### src/rtl/sfcc_pkg.sv
// Shared types and conversion constants for the sensor frame checker.
`default_nettype none

package sfcc_pkg;

   // One received frame byte with its resync flag.
   typedef struct packed {
      logic [7:0] rx_byte;
      logic       frame_start;
   } req_type;

   // One converted frame result.
   typedef struct packed {
      logic signed [14:0] temperature_centi;
      logic [13:0]        humidity_centi;
      logic [15:0]        temperature_word;
      logic [15:0]        humidity_word;
      logic               temperature_crc_bad;
      logic               humidity_crc_bad;
      logic               frame_status;
   } rsp_type;

   // A checked frame, queued between the byte front end and the converter.
   typedef struct packed {
      logic [15:0] temperature_word;
      logic [15:0] humidity_word;
      logic        temperature_bad;
      logic        humidity_bad;
   } frame_type;

   localparam int TEMP_PROD_W = 31;
   localparam int HUM_PROD_W  = 30;

   localparam logic [14:0] TEMP_SPAN   = 15'd17500;
   localparam logic [13:0] HUM_SPAN    = 14'd10000;
   localparam logic [15:0] HALF_SCALE  = 16'd32767;
   localparam logic [16:0] FULL_SCALE  = 17'd65535;
   localparam logic [15:0] TEMP_OFFSET = 16'd4500;

endpackage

`default_nettype wire

### src/rtl/sfcc_front.sv
// Byte front end: frame position tracking, CRC-8 checks and word assembly.
`default_nettype none

module sfcc_front (
   input  wire logic              clock,
   input  wire logic              reset,
   input  wire logic              req_valid,
   output logic                   req_ready,
   input  wire sfcc_pkg::req_type req_data,
   output logic                   push_valid,
   input  wire logic              push_ready,
   output sfcc_pkg::frame_type    push_data
);
   import sfcc_pkg::*;

   localparam logic [2:0] POS_T_HI  = 3'd0;
   localparam logic [2:0] POS_T_LO  = 3'd1;
   localparam logic [2:0] POS_T_CRC = 3'd2;
   localparam logic [2:0] POS_H_HI  = 3'd3;
   localparam logic [2:0] POS_H_LO  = 3'd4;
   localparam logic [2:0] POS_H_CRC = 3'd5;

   localparam logic [7:0] CRC_INIT = 8'hFF;
   localparam logic [7:0] CRC_POLY = 8'h31;

   // Fold one byte into the CRC, MSB first.
   function automatic logic [7:0] crc8_step(input logic [7:0] crc, input logic [7:0] b);
      logic [7:0] c;
      c = crc ^ b;
      for (int k = 0; k < 8; k++) begin
         c = c[7] ? ({c[6:0], 1'b0} ^ CRC_POLY) : {c[6:0], 1'b0};
      end
      return c;
   endfunction

   logic [2:0]  pos_ff, pos_in, pos_eff;
   logic [7:0]  crc_ff, crc_in;
   logic [7:0]  high_ff, high_in;
   logic [7:0]  low_ff, low_in;
   logic [15:0] tword_ff, tword_in;
   logic        tbad_ff, tbad_in;
   logic        accept;
   logic [7:0]  b;

   assign req_ready = push_ready;
   assign accept    = req_valid && req_ready;
   assign b         = req_data.rx_byte;

   always_comb begin
      pos_eff = (req_data.frame_start || pos_ff > POS_H_CRC) ? POS_T_HI : pos_ff;
      pos_in   = pos_ff;
      crc_in   = crc_ff;
      high_in  = high_ff;
      low_in   = low_ff;
      tword_in = tword_ff;
      tbad_in  = tbad_ff;
      if (accept) begin
         unique case (pos_eff)
            POS_T_HI: begin
               crc_in  = crc8_step(CRC_INIT, b);
               high_in = b;
               pos_in  = POS_T_LO;
            end
            POS_T_LO: begin
               crc_in   = crc8_step(crc_ff, b);
               tword_in = {high_ff, b};
               pos_in   = POS_T_CRC;
            end
            POS_T_CRC: begin
               tbad_in = (b != crc_ff);
               crc_in  = CRC_INIT;
               pos_in  = POS_H_HI;
            end
            POS_H_HI: begin
               crc_in  = crc8_step(CRC_INIT, b);
               high_in = b;
               pos_in  = POS_H_LO;
            end
            POS_H_LO: begin
               crc_in = crc8_step(crc_ff, b);
               low_in = b;
               pos_in = POS_H_CRC;
            end
            POS_H_CRC: begin
               crc_in = CRC_INIT;
               pos_in = POS_T_HI;
            end
            default: begin
               pos_in = POS_T_HI;
            end
         endcase
      end
   end

   // Hand the finished frame to the queue on the humidity CRC byte.
   assign push_valid                = accept && (pos_eff == POS_H_CRC);
   assign push_data.temperature_word = tword_ff;
   assign push_data.humidity_word    = {high_ff, low_ff};
   assign push_data.temperature_bad  = tbad_ff;
   assign push_data.humidity_bad     = (b != crc_ff);

   always_ff @(posedge clock) begin
      if (reset) begin
         pos_ff   <= POS_T_HI;
         crc_ff   <= CRC_INIT;
         high_ff  <= '0;
         low_ff   <= '0;
         tword_ff <= '0;
         tbad_ff  <= 1'b0;
      end else begin
         pos_ff   <= pos_in;
         crc_ff   <= crc_in;
         high_ff  <= high_in;
         low_ff   <= low_in;
         tword_ff <= tword_in;
         tbad_ff  <= tbad_in;
      end
   end

endmodule

`default_nettype wire

### src/rtl/sfcc_queue.sv
// Two-entry frame queue between the front end and the converter.
`default_nettype none

module sfcc_queue (
   input  wire logic                clock,
   input  wire logic                reset,
   input  wire logic                push_valid,
   output logic                     push_ready,
   input  wire sfcc_pkg::frame_type push_data,
   output logic                     pop_valid,
   input  wire logic                pop_ready,
   output sfcc_pkg::frame_type      pop_data
);
   import sfcc_pkg::*;

   localparam int DEPTH = 2;
   localparam int PTR_W = $clog2(DEPTH);
   localparam int CNT_W = $clog2(DEPTH + 1);

   frame_type        mem [DEPTH];
   logic [PTR_W-1:0] wr_ptr_ff, wr_ptr_in;
   logic [PTR_W-1:0] rd_ptr_ff, rd_ptr_in;
   logic [CNT_W-1:0] count_ff, count_in;
   logic             do_push, do_pop;

   assign push_ready = (count_ff != CNT_W'(DEPTH));
   assign pop_valid  = (count_ff != '0);
   assign pop_data   = mem[rd_ptr_ff];
   assign do_push    = push_valid && push_ready;
   assign do_pop     = pop_valid && pop_ready;

   always_comb begin
      wr_ptr_in = do_push ? wr_ptr_ff + PTR_W'(1) : wr_ptr_ff;
      rd_ptr_in = do_pop  ? rd_ptr_ff + PTR_W'(1) : rd_ptr_ff;
      count_in  = count_ff + CNT_W'(do_push) - CNT_W'(do_pop);
   end

   always_ff @(posedge clock) begin
      if (do_push) begin
         mem[wr_ptr_ff] <= push_data;
      end
   end

   always_ff @(posedge clock) begin
      if (reset) begin
         wr_ptr_ff <= '0;
         rd_ptr_ff <= '0;
         count_ff  <= '0;
      end else begin
         wr_ptr_ff <= wr_ptr_in;
         rd_ptr_ff <= rd_ptr_in;
         count_ff  <= count_in;
      end
   end

endmodule

`default_nettype wire

### src/rtl/sfcc_back.sv
// Converter: scale raw words to centi-units, divide by full scale, register result.
`default_nettype none

module sfcc_back (
   input  wire logic                clock,
   input  wire logic                reset,
   input  wire logic                pop_valid,
   output logic                     pop_ready,
   input  wire sfcc_pkg::frame_type pop_data,
   output logic                     rsp_valid,
   input  wire logic                rsp_ready,
   output sfcc_pkg::rsp_type        rsp_data
);
   import sfcc_pkg::*;

   // Stage one: products with the rounding half added.
   logic                   s1_valid_ff, s1_valid_in;
   logic [TEMP_PROD_W-1:0] s1_tprod_ff;
   logic [HUM_PROD_W-1:0]  s1_hprod_ff;
   frame_type              s1_frame_ff;

   logic    out_valid_ff, out_valid_in;
   rsp_type out_data_ff;

   logic out_load, s1_load;

   // Stage two: divide by 65535 as x/65536 plus a one-step correction.
   logic [14:0] tq_hi, tq;
   logic [13:0] hq_hi, hq;
   logic [16:0] t_sum, h_sum;
   logic [15:0] t_signed;
   rsp_type     result;

   assign out_load  = !out_valid_ff || rsp_ready;
   assign s1_load   = !s1_valid_ff || out_load;
   assign pop_ready = s1_load;

   always_comb begin
      s1_valid_in  = s1_load ? pop_valid : s1_valid_ff;
      out_valid_in = out_load ? s1_valid_ff : out_valid_ff;

      tq_hi = s1_tprod_ff[TEMP_PROD_W-1:16];
      hq_hi = s1_hprod_ff[HUM_PROD_W-1:16];
      t_sum = {2'b00, tq_hi} + {1'b0, s1_tprod_ff[15:0]};
      h_sum = {3'b000, hq_hi} + {1'b0, s1_hprod_ff[15:0]};
      tq    = tq_hi + 15'(t_sum >= FULL_SCALE);
      hq    = hq_hi + 14'(h_sum >= FULL_SCALE);
      t_signed = {1'b0, tq} - TEMP_OFFSET;

      result.temperature_centi   = t_signed[14:0];
      result.humidity_centi      = hq;
      result.temperature_word    = s1_frame_ff.temperature_word;
      result.humidity_word       = s1_frame_ff.humidity_word;
      result.temperature_crc_bad = s1_frame_ff.temperature_bad;
      result.humidity_crc_bad    = s1_frame_ff.humidity_bad;
      result.frame_status        = s1_frame_ff.temperature_bad | s1_frame_ff.humidity_bad;
   end

   always_ff @(posedge clock) begin
      if (pop_valid && s1_load) begin
         s1_tprod_ff <= TEMP_PROD_W'(TEMP_SPAN) * TEMP_PROD_W'(pop_data.temperature_word)
                        + TEMP_PROD_W'(HALF_SCALE);
         s1_hprod_ff <= HUM_PROD_W'(HUM_SPAN) * HUM_PROD_W'(pop_data.humidity_word)
                        + HUM_PROD_W'(HALF_SCALE);
         s1_frame_ff <= pop_data;
      end
      if (s1_valid_ff && out_load) begin
         out_data_ff <= result;
      end
   end

   always_ff @(posedge clock) begin
      if (reset) begin
         s1_valid_ff  <= 1'b0;
         out_valid_ff <= 1'b0;
      end else begin
         s1_valid_ff  <= s1_valid_in;
         out_valid_ff <= out_valid_in;
      end
   end

   assign rsp_valid = out_valid_ff;
   assign rsp_data  = out_data_ff;

endmodule

`default_nettype wire

### src/rtl/sensor_frame_crc_convert.sv
// Top level of the temperature/humidity frame checker and converter.
//
// Usage:
//   req_ channel: one frame byte per word, in bus order: temperature high,
//   temperature low, temperature CRC, humidity high, humidity low, humidity
//   CRC. Set frame_start to force a byte to frame position zero; a partial
//   frame is then dropped. Frames may follow each other without frame_start.
//   rsp_ channel: one word per frame, after its sixth byte, with the raw
//   words, the converted centi-unit values and the CRC-8 (poly 0x31, init
//   0xFF) failure flags. A failed CRC still yields converted values.
// Timing:
//   One byte per cycle sustained while req_ready is high. The front end
//   hands the frame to the queue on the edge that takes the sixth byte;
//   the result then passes the queue, the multiply stage register and the
//   output register, fed by the divide/correct stage, to rsp_valid.
//   The multiply stage sets the cycle time.
// Reset:
//   reset (synchronous, active high) returns the byte position to zero,
//   loads the CRC with 0xFF and empties the queue and pipeline.
// Stall:
//   While rsp_ready is low the output word holds. The two-entry frame queue
//   and the pipeline stages keep absorbing frames; req_ready drops only when
//   the queue is full.
`default_nettype none

module sensor_frame_crc_convert (
   input  wire logic              clock,
   input  wire logic              reset,
   input  wire logic              req_valid,
   output logic                   req_ready,
   input  wire sfcc_pkg::req_type req_data,
   output logic                   rsp_valid,
   input  wire logic              rsp_ready,
   output sfcc_pkg::rsp_type      rsp_data
);
   import sfcc_pkg::*;

   // Front end to queue.
   logic      push_valid, push_ready;
   frame_type push_data;

   // Queue to converter.
   logic      pop_valid, pop_ready;
   frame_type pop_data;

   // Track position, check CRCs, assemble words.
   sfcc_front u_front (
      .clock      (clock),
      .reset      (reset),
      .req_valid  (req_valid),
      .req_ready  (req_ready),
      .req_data   (req_data),
      .push_valid (push_valid),
      .push_ready (push_ready),
      .push_data  (push_data)
   );

   // Decouple byte intake from conversion.
   sfcc_queue u_queue (
      .clock      (clock),
      .reset      (reset),
      .push_valid (push_valid),
      .push_ready (push_ready),
      .push_data  (push_data),
      .pop_valid  (pop_valid),
      .pop_ready  (pop_ready),
      .pop_data   (pop_data)
   );

   // Scale, divide and register the result word.
   sfcc_back u_back (
      .clock     (clock),
      .reset     (reset),
      .pop_valid (pop_valid),
      .pop_ready (pop_ready),
      .pop_data  (pop_data),
      .rsp_valid (rsp_valid),
      .rsp_ready (rsp_ready),
      .rsp_data  (rsp_data)
   );

endmodule

`default_nettype wire

### config.mk
export PLATFORM = sky130hd
export DESIGN_NAME = sensor_frame_crc_convert
export DESIGN_NICKNAME = d
export VERILOG_FILES = /design/src/rtl/sfcc_pkg.sv /design/src/rtl/sfcc_front.sv /design/src/rtl/sfcc_queue.sv /design/src/rtl/sfcc_back.sv /design/src/rtl/sensor_frame_crc_convert.sv
export SDC_FILE = /design/constraint.sdc
export NUM_CORES = 1
export LEC_CHECK = 0
export BUFFER_PORTS_ARGS = -buffer_cell sky130_fd_sc_hd__clkbuf_2
export CAP_MARGIN = 20
export CORE_AREA = 5 5 279 281
export DETAILED_ROUTE_END_ITERATION = 8
export DIE_AREA = 0 0 284 286
export GPL_TIMING_DRIVEN = 0
export MAX_ROUTING_LAYER = met4
export PLACE_DENSITY_LB_ADDON = 0.15
export SYNTH_ARGS = -nofsm -noshare
export SYNTH_HDL_FRONTEND = slang
export SYNTH_SLANG_ARGS = --single-unit
### constraint.sdc
create_clock -name clock -period 13.4 [get_ports clock]
set_input_delay 2.68 -clock clock [delete_from_list [all_inputs] [get_ports clock]]
set_output_delay 2.68 -clock clock [all_outputs]
set_load 0.005 [all_outputs]
==> results of run 1 <==
[metrics by stage]
stage	instances	worst slack (ns)	utilization [%]	instance area, um2
floorplan	1698	4.78	-	18500
global route	2818	5.07	28.7	21500
CTS	2817	5.70	28.6	21500
finish	2818	5.85	28.7	21500
detailed placement	2753	5.74	27.0	20300
global placement	2745	1.17	26.7	20100
[area by class of cell]
type / instances / area [um2] / share of cell area (%)
clock buffer: 45 / 997 / 4.63
sequential: 272 / 7660 / 35.5
tap: 978 / 1220 / 5.68
timing repair buffer: 78 / 533 / 2.47
buffer: 48 / 190 / 0.883
inverter: 228 / 856 / 3.97
multi-input combinational: 1150 / 9870 / 45.8
clock inverter: 19 / 218 / 1.01
[registers in the layout, summed over array words and instances (netlist names), named ones only]
name                flops
u_front.low_ff          8
u_back.s1_valid_ff      1
u_queue.count_ff        2
u_front.pos_ff          3
u_back.s1_hprod_ff     26
u_back.rsp_valid        1
u_front.tword_ff       16
u_back.rsp_data        64
u_front.crc_ff          8
u_back.result          34
u_front.tbad_ff         1
u_back.s1_tprod_ff     29
u_queue.mem            68
u_front.high_ff         8
u_queue.rd_ptr_ff       1
u_queue.wr_ptr_ff       1
[cell usage in the layout, fill, tap and decap left out, types with 10 or more instances in the layout]
cell type and count:
nand4_1 16, o211ai_1 10, nor2b_1 10, ha_1 206
and2_1 11, o21ai_0 48, a211o_1 11, nand2b_1 14
clkbuf_16 38, xor2_1 54, or2_2 12, mux2i_1 41
mux2_2 14, nor3_1 28, xnor2_1 96, dfxtp_1 51
a21oi_1 77, inv_1 228, nor2_1 107, clkbuf_2 70
clkbuf_1 49, a21o_1 18, fa_1 80, a211oi_1 17
o21a_1 17, edfxtp_1 221, nand3_1 29, nand2_1 94
[cells in the mapped netlist (17+ instances only)]
master	count	area share, %
a211oi_1	17	0.69
a21o_1	18	0.73
a21oi_1	78	2.1
clkbuf_1	44	0.89
dfxtp_1	51	5.5
edfxtp_1	221	36
fa_1	80	8.6
ha_1	206	14
inv_1	228	4.6
mux2i_1	41	2.2
nand2_1	94	1.9
nand3_1	29	0.78
nor2_1	109	2.2
nor3_1	28	0.76
o21a_1	17	0.69
o21ai_0	48	1.3
xnor2_1	96	4.5
xor2_1	54	2.6
[path summary, 6_finish.rpt]
check / depth (start not counted) / endpoint
worst max-delay path: 23 / u_back.s1_tprod_ff[30]$_DFFE_PP_
worst min-delay path: 0 / u_back.rsp_data[25]$_DFFE_PP_
worst max register to register: 23 / u_back.s1_tprod_ff[30]$_DFFE_PP_
worst min register to register: 0 / u_back.rsp_data[25]$_DFFE_PP_
[layer usage]
layer / vias up / part of all wire (%)
li1: 6222 / -
met2: 184 / 44
met5: - / 0
met4: 0 / 2.0
met3: 51 / 3.7
met1: 5996 / 50
[logic make-up after synthesis]
group	after synthesis
simple gates	380
buf+inv	276
xor+xnor	150
mux	55
fa+ha+maj	286
compound gates	279
flops	272
==> flow_summary.json, run 1 <==
{
  "finish.net_count": 2113,
  "yosysWarningCount": 0,
  "cpMostUsedCell": "inv_1",
  "grtUsageMet3_pct": 2.04,
  "io_pins": 79,
  "fin_worst_skew_ns": 0.0191,
  "synth_xor_area_share_pct": 7.09,
  "fin_worst_hold_slack_ns": 0.408,
  "htree_levels": 2,
  "max_slew.worst_pin.slew_ns": 0.988,
  "report.final.setup_viol": 0,
  "hold_path_startpoint": "u_back.result[25]$_DFFE_PP_",
  "floorplan.core_area_um2": 75200,
  "post_route_cells_drive_above_1_share_pct": 10.2,
  "cpPeakStageDelay_ns": 0.78,
  "synth_cells": 1698,
  "first_pass_iters": 5,
  "effective_utilization_at_floorplan_pct": 24.7,
  "floorplan.die.width_um": 284,
  "ctsHoldBuffers": 0,
  "max_freq_ghz": 0.132,
  "synth_edf_count": 221,
  "buffer_type_at_the_clock_tree_root": "clkbuf_16",
  "vias_per_cell": 4.42,
  "first_pass_grt_wire_length_um": 71000,
  "drtIter0Drc": 556,
  "layout.filler_cells": 7773,
  "wl_um": 43800,
  "mapped_nets": 1997,
  "combinational_family_with_the_most_area_after_synthesis": "adder cells",
  "crit_path_cell_trace": "clkbuf_1 -> clkbuf_1 -> mux2i_1 -> inv_1 -> ha_1 -> inv_1 -> fa_1 -> inv_1 -> ha_1 -> fa_1 -> inv_1 -> fa_1 -> inv_1 -> ha_1 -> and4_1 -> or4_1 -> o22ai_1 -> nor3_1 -> a2111oi_2 -> and2_1 -> nand4_1 -> nor4_2 -> xnor2_1",
  "layout-area-overhead-vs-synth_pct": 16.2,
  "critical_path_class": "reg2reg",
  "crit_path_max_fanout": 10,
  "grtUsageMet2_pct": 17.0,
  "portBuffers": 69,
  "timing.critical_path.required_ns": 13.68,
  "cap_viol_max_count": 0,
  "yosysSeqAreaShare_pct": 41.3,
  "worst_ep_arrival_time_ns": 7.84,
  "crit_slowest_cell": "clkbuf_1",
  "critical_path.top_delay_family": "adder cells",
  "total_die_area_um2": 81200,
  "drc": 0,
  "insertedDiodeCount": 0,
  "avgSynthCellArea_um2": 10.9,
  "rrSetupSlack_ns": 5.85,
  "insertion_delay_ns": 0.54,
  "holdCritPathClass": "reg2reg",
  "cts_tree": "built",
  "number_of_antenna_violations_at_the_first_check_in_global_routing": 1,
  "globalplace.congestion": 0.816,
  "gr-usage-met1_pct": 15.4,
  "synth-simple-area-share_pct": 10.2,
  "grt_usage_pct": 11.1,
  "place_hpwl_um": 34400,
  "number_of_buffers_on_the_longest_clock_path": 3,
  "drtAntennaViolNets": 0,
  "die_h_um": 286,
  "critical_path_buf_inv_count": 7,
  "largest_net_degree_at_the_start_of_global_routing": 26,
  "grt-busiest-layer": "met2",
  "ys.flop_type": "edfxtp_1",
  "clock-sinks": 272,
  "drt-wirelength-per-cell_um": 15.5,
  "cts_inserted_buffers": 36,
  "finalMaxSlewViolations": 0,
  "clkTransAtPathRegs_ns": 0.06,
  "compound_gate_portion_of_the_synthesized_area_pct": 10.2,
  "post_synth_num_cell_types": 82,
  "grt_setup_unrepaired": "false",
  "cts_resized": 0,
  "synthMuxAreaShare_pct": 3.06,
  "maxSlewHeadroom_pct": 33.7,
  "first_global_vias": 12700,
  "timing.final.crit_share_pct": 56.4,
  "floorplan.rows": 101,
  "synth-seq-cells": 272,
  "worstSetupEndpointType": "flop",
  "vias": 12500,
  "timing_hold_violations_final": 0,
  "finalWorstPathRequiredPeriod_ns": 7.55,
  "synthArstFlopShare_pct": 0,
  "post-cts-setup-buffers": 0,
  "synthAdderAreaFrac_pct": 22.5,
  "finalSetupTns_ns": 0,
  "worst_setup_path_start_kind": "flop",
  "run_status": "finished, final reports clean",
  "grt_remaining_overflow": 0,
  "syn_area_um2": 18500
}
Power of run 1 is left out: the tool's default activity adds up to more than one toggle a clock period on the data nets, which glitch-free logic cannot reach.
==> run 2: changes to the inputs <==
clock period = 6.1 ns   (was 13.4 ns; I/O delays follow)
==> run 2 against run 1 <==
Effect of this change: routed wire length grew 2.7%; sequential share of layout area shrank 2.8 points; maximum frequency grew 27%; sequential cell count is the same; via count grew 2.1%; critical endpoint unchanged; non-clock buffer count grew 93.
==> flow_summary.json, run 2 (same netlist as run 1, synthesis figures left out) <==
{
  "cpPeakStageDelay_ns": 0.54,
  "crit_path_max_fanout": 8,
  "crit_path_cell_trace": "buf_8 -> clkbuf_16 -> mux2i_4 -> inv_4 -> ha_4 -> inv_2 -> fa_1 -> inv_2 -> ha_4 -> fa_1 -> inv_2 -> fa_1 -> inv_2 -> ha_4 -> a21oi_4 -> o21ai_2 -> and2_4 -> or4_4 -> a311o_1 -> a2111oi_4 -> buf_4 -> nand3_4 -> nor4_4 -> xnor2_1",
  "holdCritPathClass": "reg2reg",
  "report.final.setup_viol": 0,
  "largest-register": "u_queue.mem",
  "fin_worst_hold_slack_ns": 0.419,
  "insertion_delay_ns": 0.55,
  "timing.final.crit_share_pct": 97.3,
  "critical_path.top_delay_family": "adder cells",
  "number_of_antenna_violations_at_the_first_check_in_global_routing": 0,
  "critical_path_class": "reg2reg",
  "first_global_vias": 13200,
  "ctsHoldBuffers": 0,
  "fin_worst_skew_ns": 0.0236,
  "floorplan.core_area_um2": 75200,
  "cap_viol_max_count": 0,
  "cpMostUsedCell": "inv_2",
  "cts_tree": "built",
  "effective_utilization_at_floorplan_pct": 24.7,
  "die_h_um": 286,
  "max_slew.worst_pin.slew_ns": 0.978,
  "maxSlewHeadroom_pct": 34.3,
  "crit_slowest_cell": "fa_1",
  "place_hpwl_um": 34400,
  "drtIter0Drc": 570,
  "post_route_cells_drive_above_1_share_pct": 21.3,
  "max_reg_flops": 68,
  "first_pass_iters": 5,
  "worstSetupEndpointType": "flop",
  "worst_setup_path_start_kind": "flop",
  "final_area_um2": 23400,
  "insertedDiodeCount": 0,
  "floorplan.die.width_um": 284,
  "timing.critical_path.required_ns": 6.41,
  "io_pins": 79,
  "cts_inserted_buffers": 37,
  "drt-wirelength-per-cell_um": 15.4,
  "finish.net_count": 2207,
  "run_status": "finished, final reports clean",
  "vias_per_cell": 4.36,
  "finalMaxSlewViolations": 0,
  "globalplace.congestion": 0.811,
  "grt_usage_pct": 11.4,
  "drtAntennaViolNets": 0,
  "max_freq_ghz": 0.168,
  "layout-area-overhead-vs-synth_pct": 26.3,
  "total_die_area_um2": 81200,
  "first_pass_grt_wire_length_um": 72700,
  "mostFrequentLayoutCell": "edfxtp_1",
  "timing_hold_violations_final": 0,
  "htree_levels": 2,
  "clock-sinks": 272,
  "number_of_buffers_on_the_longest_clock_path": 3,
  "clkTransAtPathRegs_ns": 0.06,
  "placed_area_um2": 20300,
  "grt_setup_unrepaired": "true",
  "layout.cells.most_common_list": "edfxtp_1 (221), inv_1 (206), ha_1 (169)",
  "floorplan.rows": 101,
  "worst_ep_arrival_time_ns": 6.25,
  "finalWorstPathRequiredPeriod_ns": 5.94,
  "largest_net_degree_at_the_start_of_global_routing": 31,
  "critical_path_buf_inv_count": 8,
  "buffer_type_at_the_clock_tree_root": "clkbuf_16",
  "vias": 12700,
  "grt_remaining_overflow": 0,
  "portBuffers": 69,
  "finalSetupTns_ns": 0,
  "drc": 0,
  "wl_um": 45000
}
## run 2: worst paths after layout
kind,end,cells past startpoint,from,slack (ns)
setup / recovery,u_back.s1_tprod_ff[30]$_DFFE_PP_,24,flop,0.16
hold / removal,u_back.rsp_data[29]$_DFFE_PP_,0,u_back.result[29]$_DFFE_PP_,0.42
setup reg to reg,u_back.s1_tprod_ff[30]$_DFFE_PP_,24,flop,0.16
hold reg to reg,u_back.rsp_data[29]$_DFFE_PP_,0,u_back.result[29]$_DFFE_PP_,0.42
## run 2: metrics by stage
step	utilization, %	cells	setup WS (ns)
global placement	26.8	2745	-1.25
floorplan	-	1698	0.00489
global route	31.1	2915	-0.0638
CTS	30.0	2865	0.000785
detailed placement	27.1	2754	-1.02
finish	31.1	2915	0.163
## run 2: area by class of cell
type / count / area (um2)
fillers: 7637 / 51800
inverters: 228 / 877
clock inverters: 22 / 216
repair buffers: 176 / 1310
plain buffers: 43 / 267
flip-flops and latches: 272 / 7660
clock buffers: 46 / 1020
well taps: 978 / 1220
multi-input cells: 1150 / 10800
## run 2: metal layers
| metal | track usage, % | part of all wire (%) |
|---|---|---|
| met1 | 15.4 | 50 |
| met2 | 17.8 | 45 |
| met3 | 1.99 | 3.0 |
| met4 | 2.79 | 2.0 |
| met5 | - | 0 |
## run 2: timing repair
action,4_1_cts,5_1_grt
pin swaps,22,57
setup buffers,45,52
cloned,1,0
gates resized for setup,106,86
endpoints found under the setup margin,29,24
## run 2: worst reg2reg max path, stage by stage (launching register included)
cell	delay [ns]
dfxtp_2	0.33
buf_8	0.12
clkbuf_16	0.17
mux2i_4	0.28
inv_4	0.07
ha_4	0.26
inv_2	0.03
fa_1	0.54
inv_2	0.05
ha_4	0.21
fa_1	0.51
inv_2	0.04
fa_1	0.50
inv_2	0.05
ha_4	0.25
a21oi_4	0.15
o21ai_2	0.08
and2_4	0.14
or4_4	0.49
a311o_1	0.43
a2111oi_4	0.35
buf_4	0.20
nand3_4	0.10
nor4_4	0.27
xnor2_1	0.10
Power of run 2 is left out for the same reason.
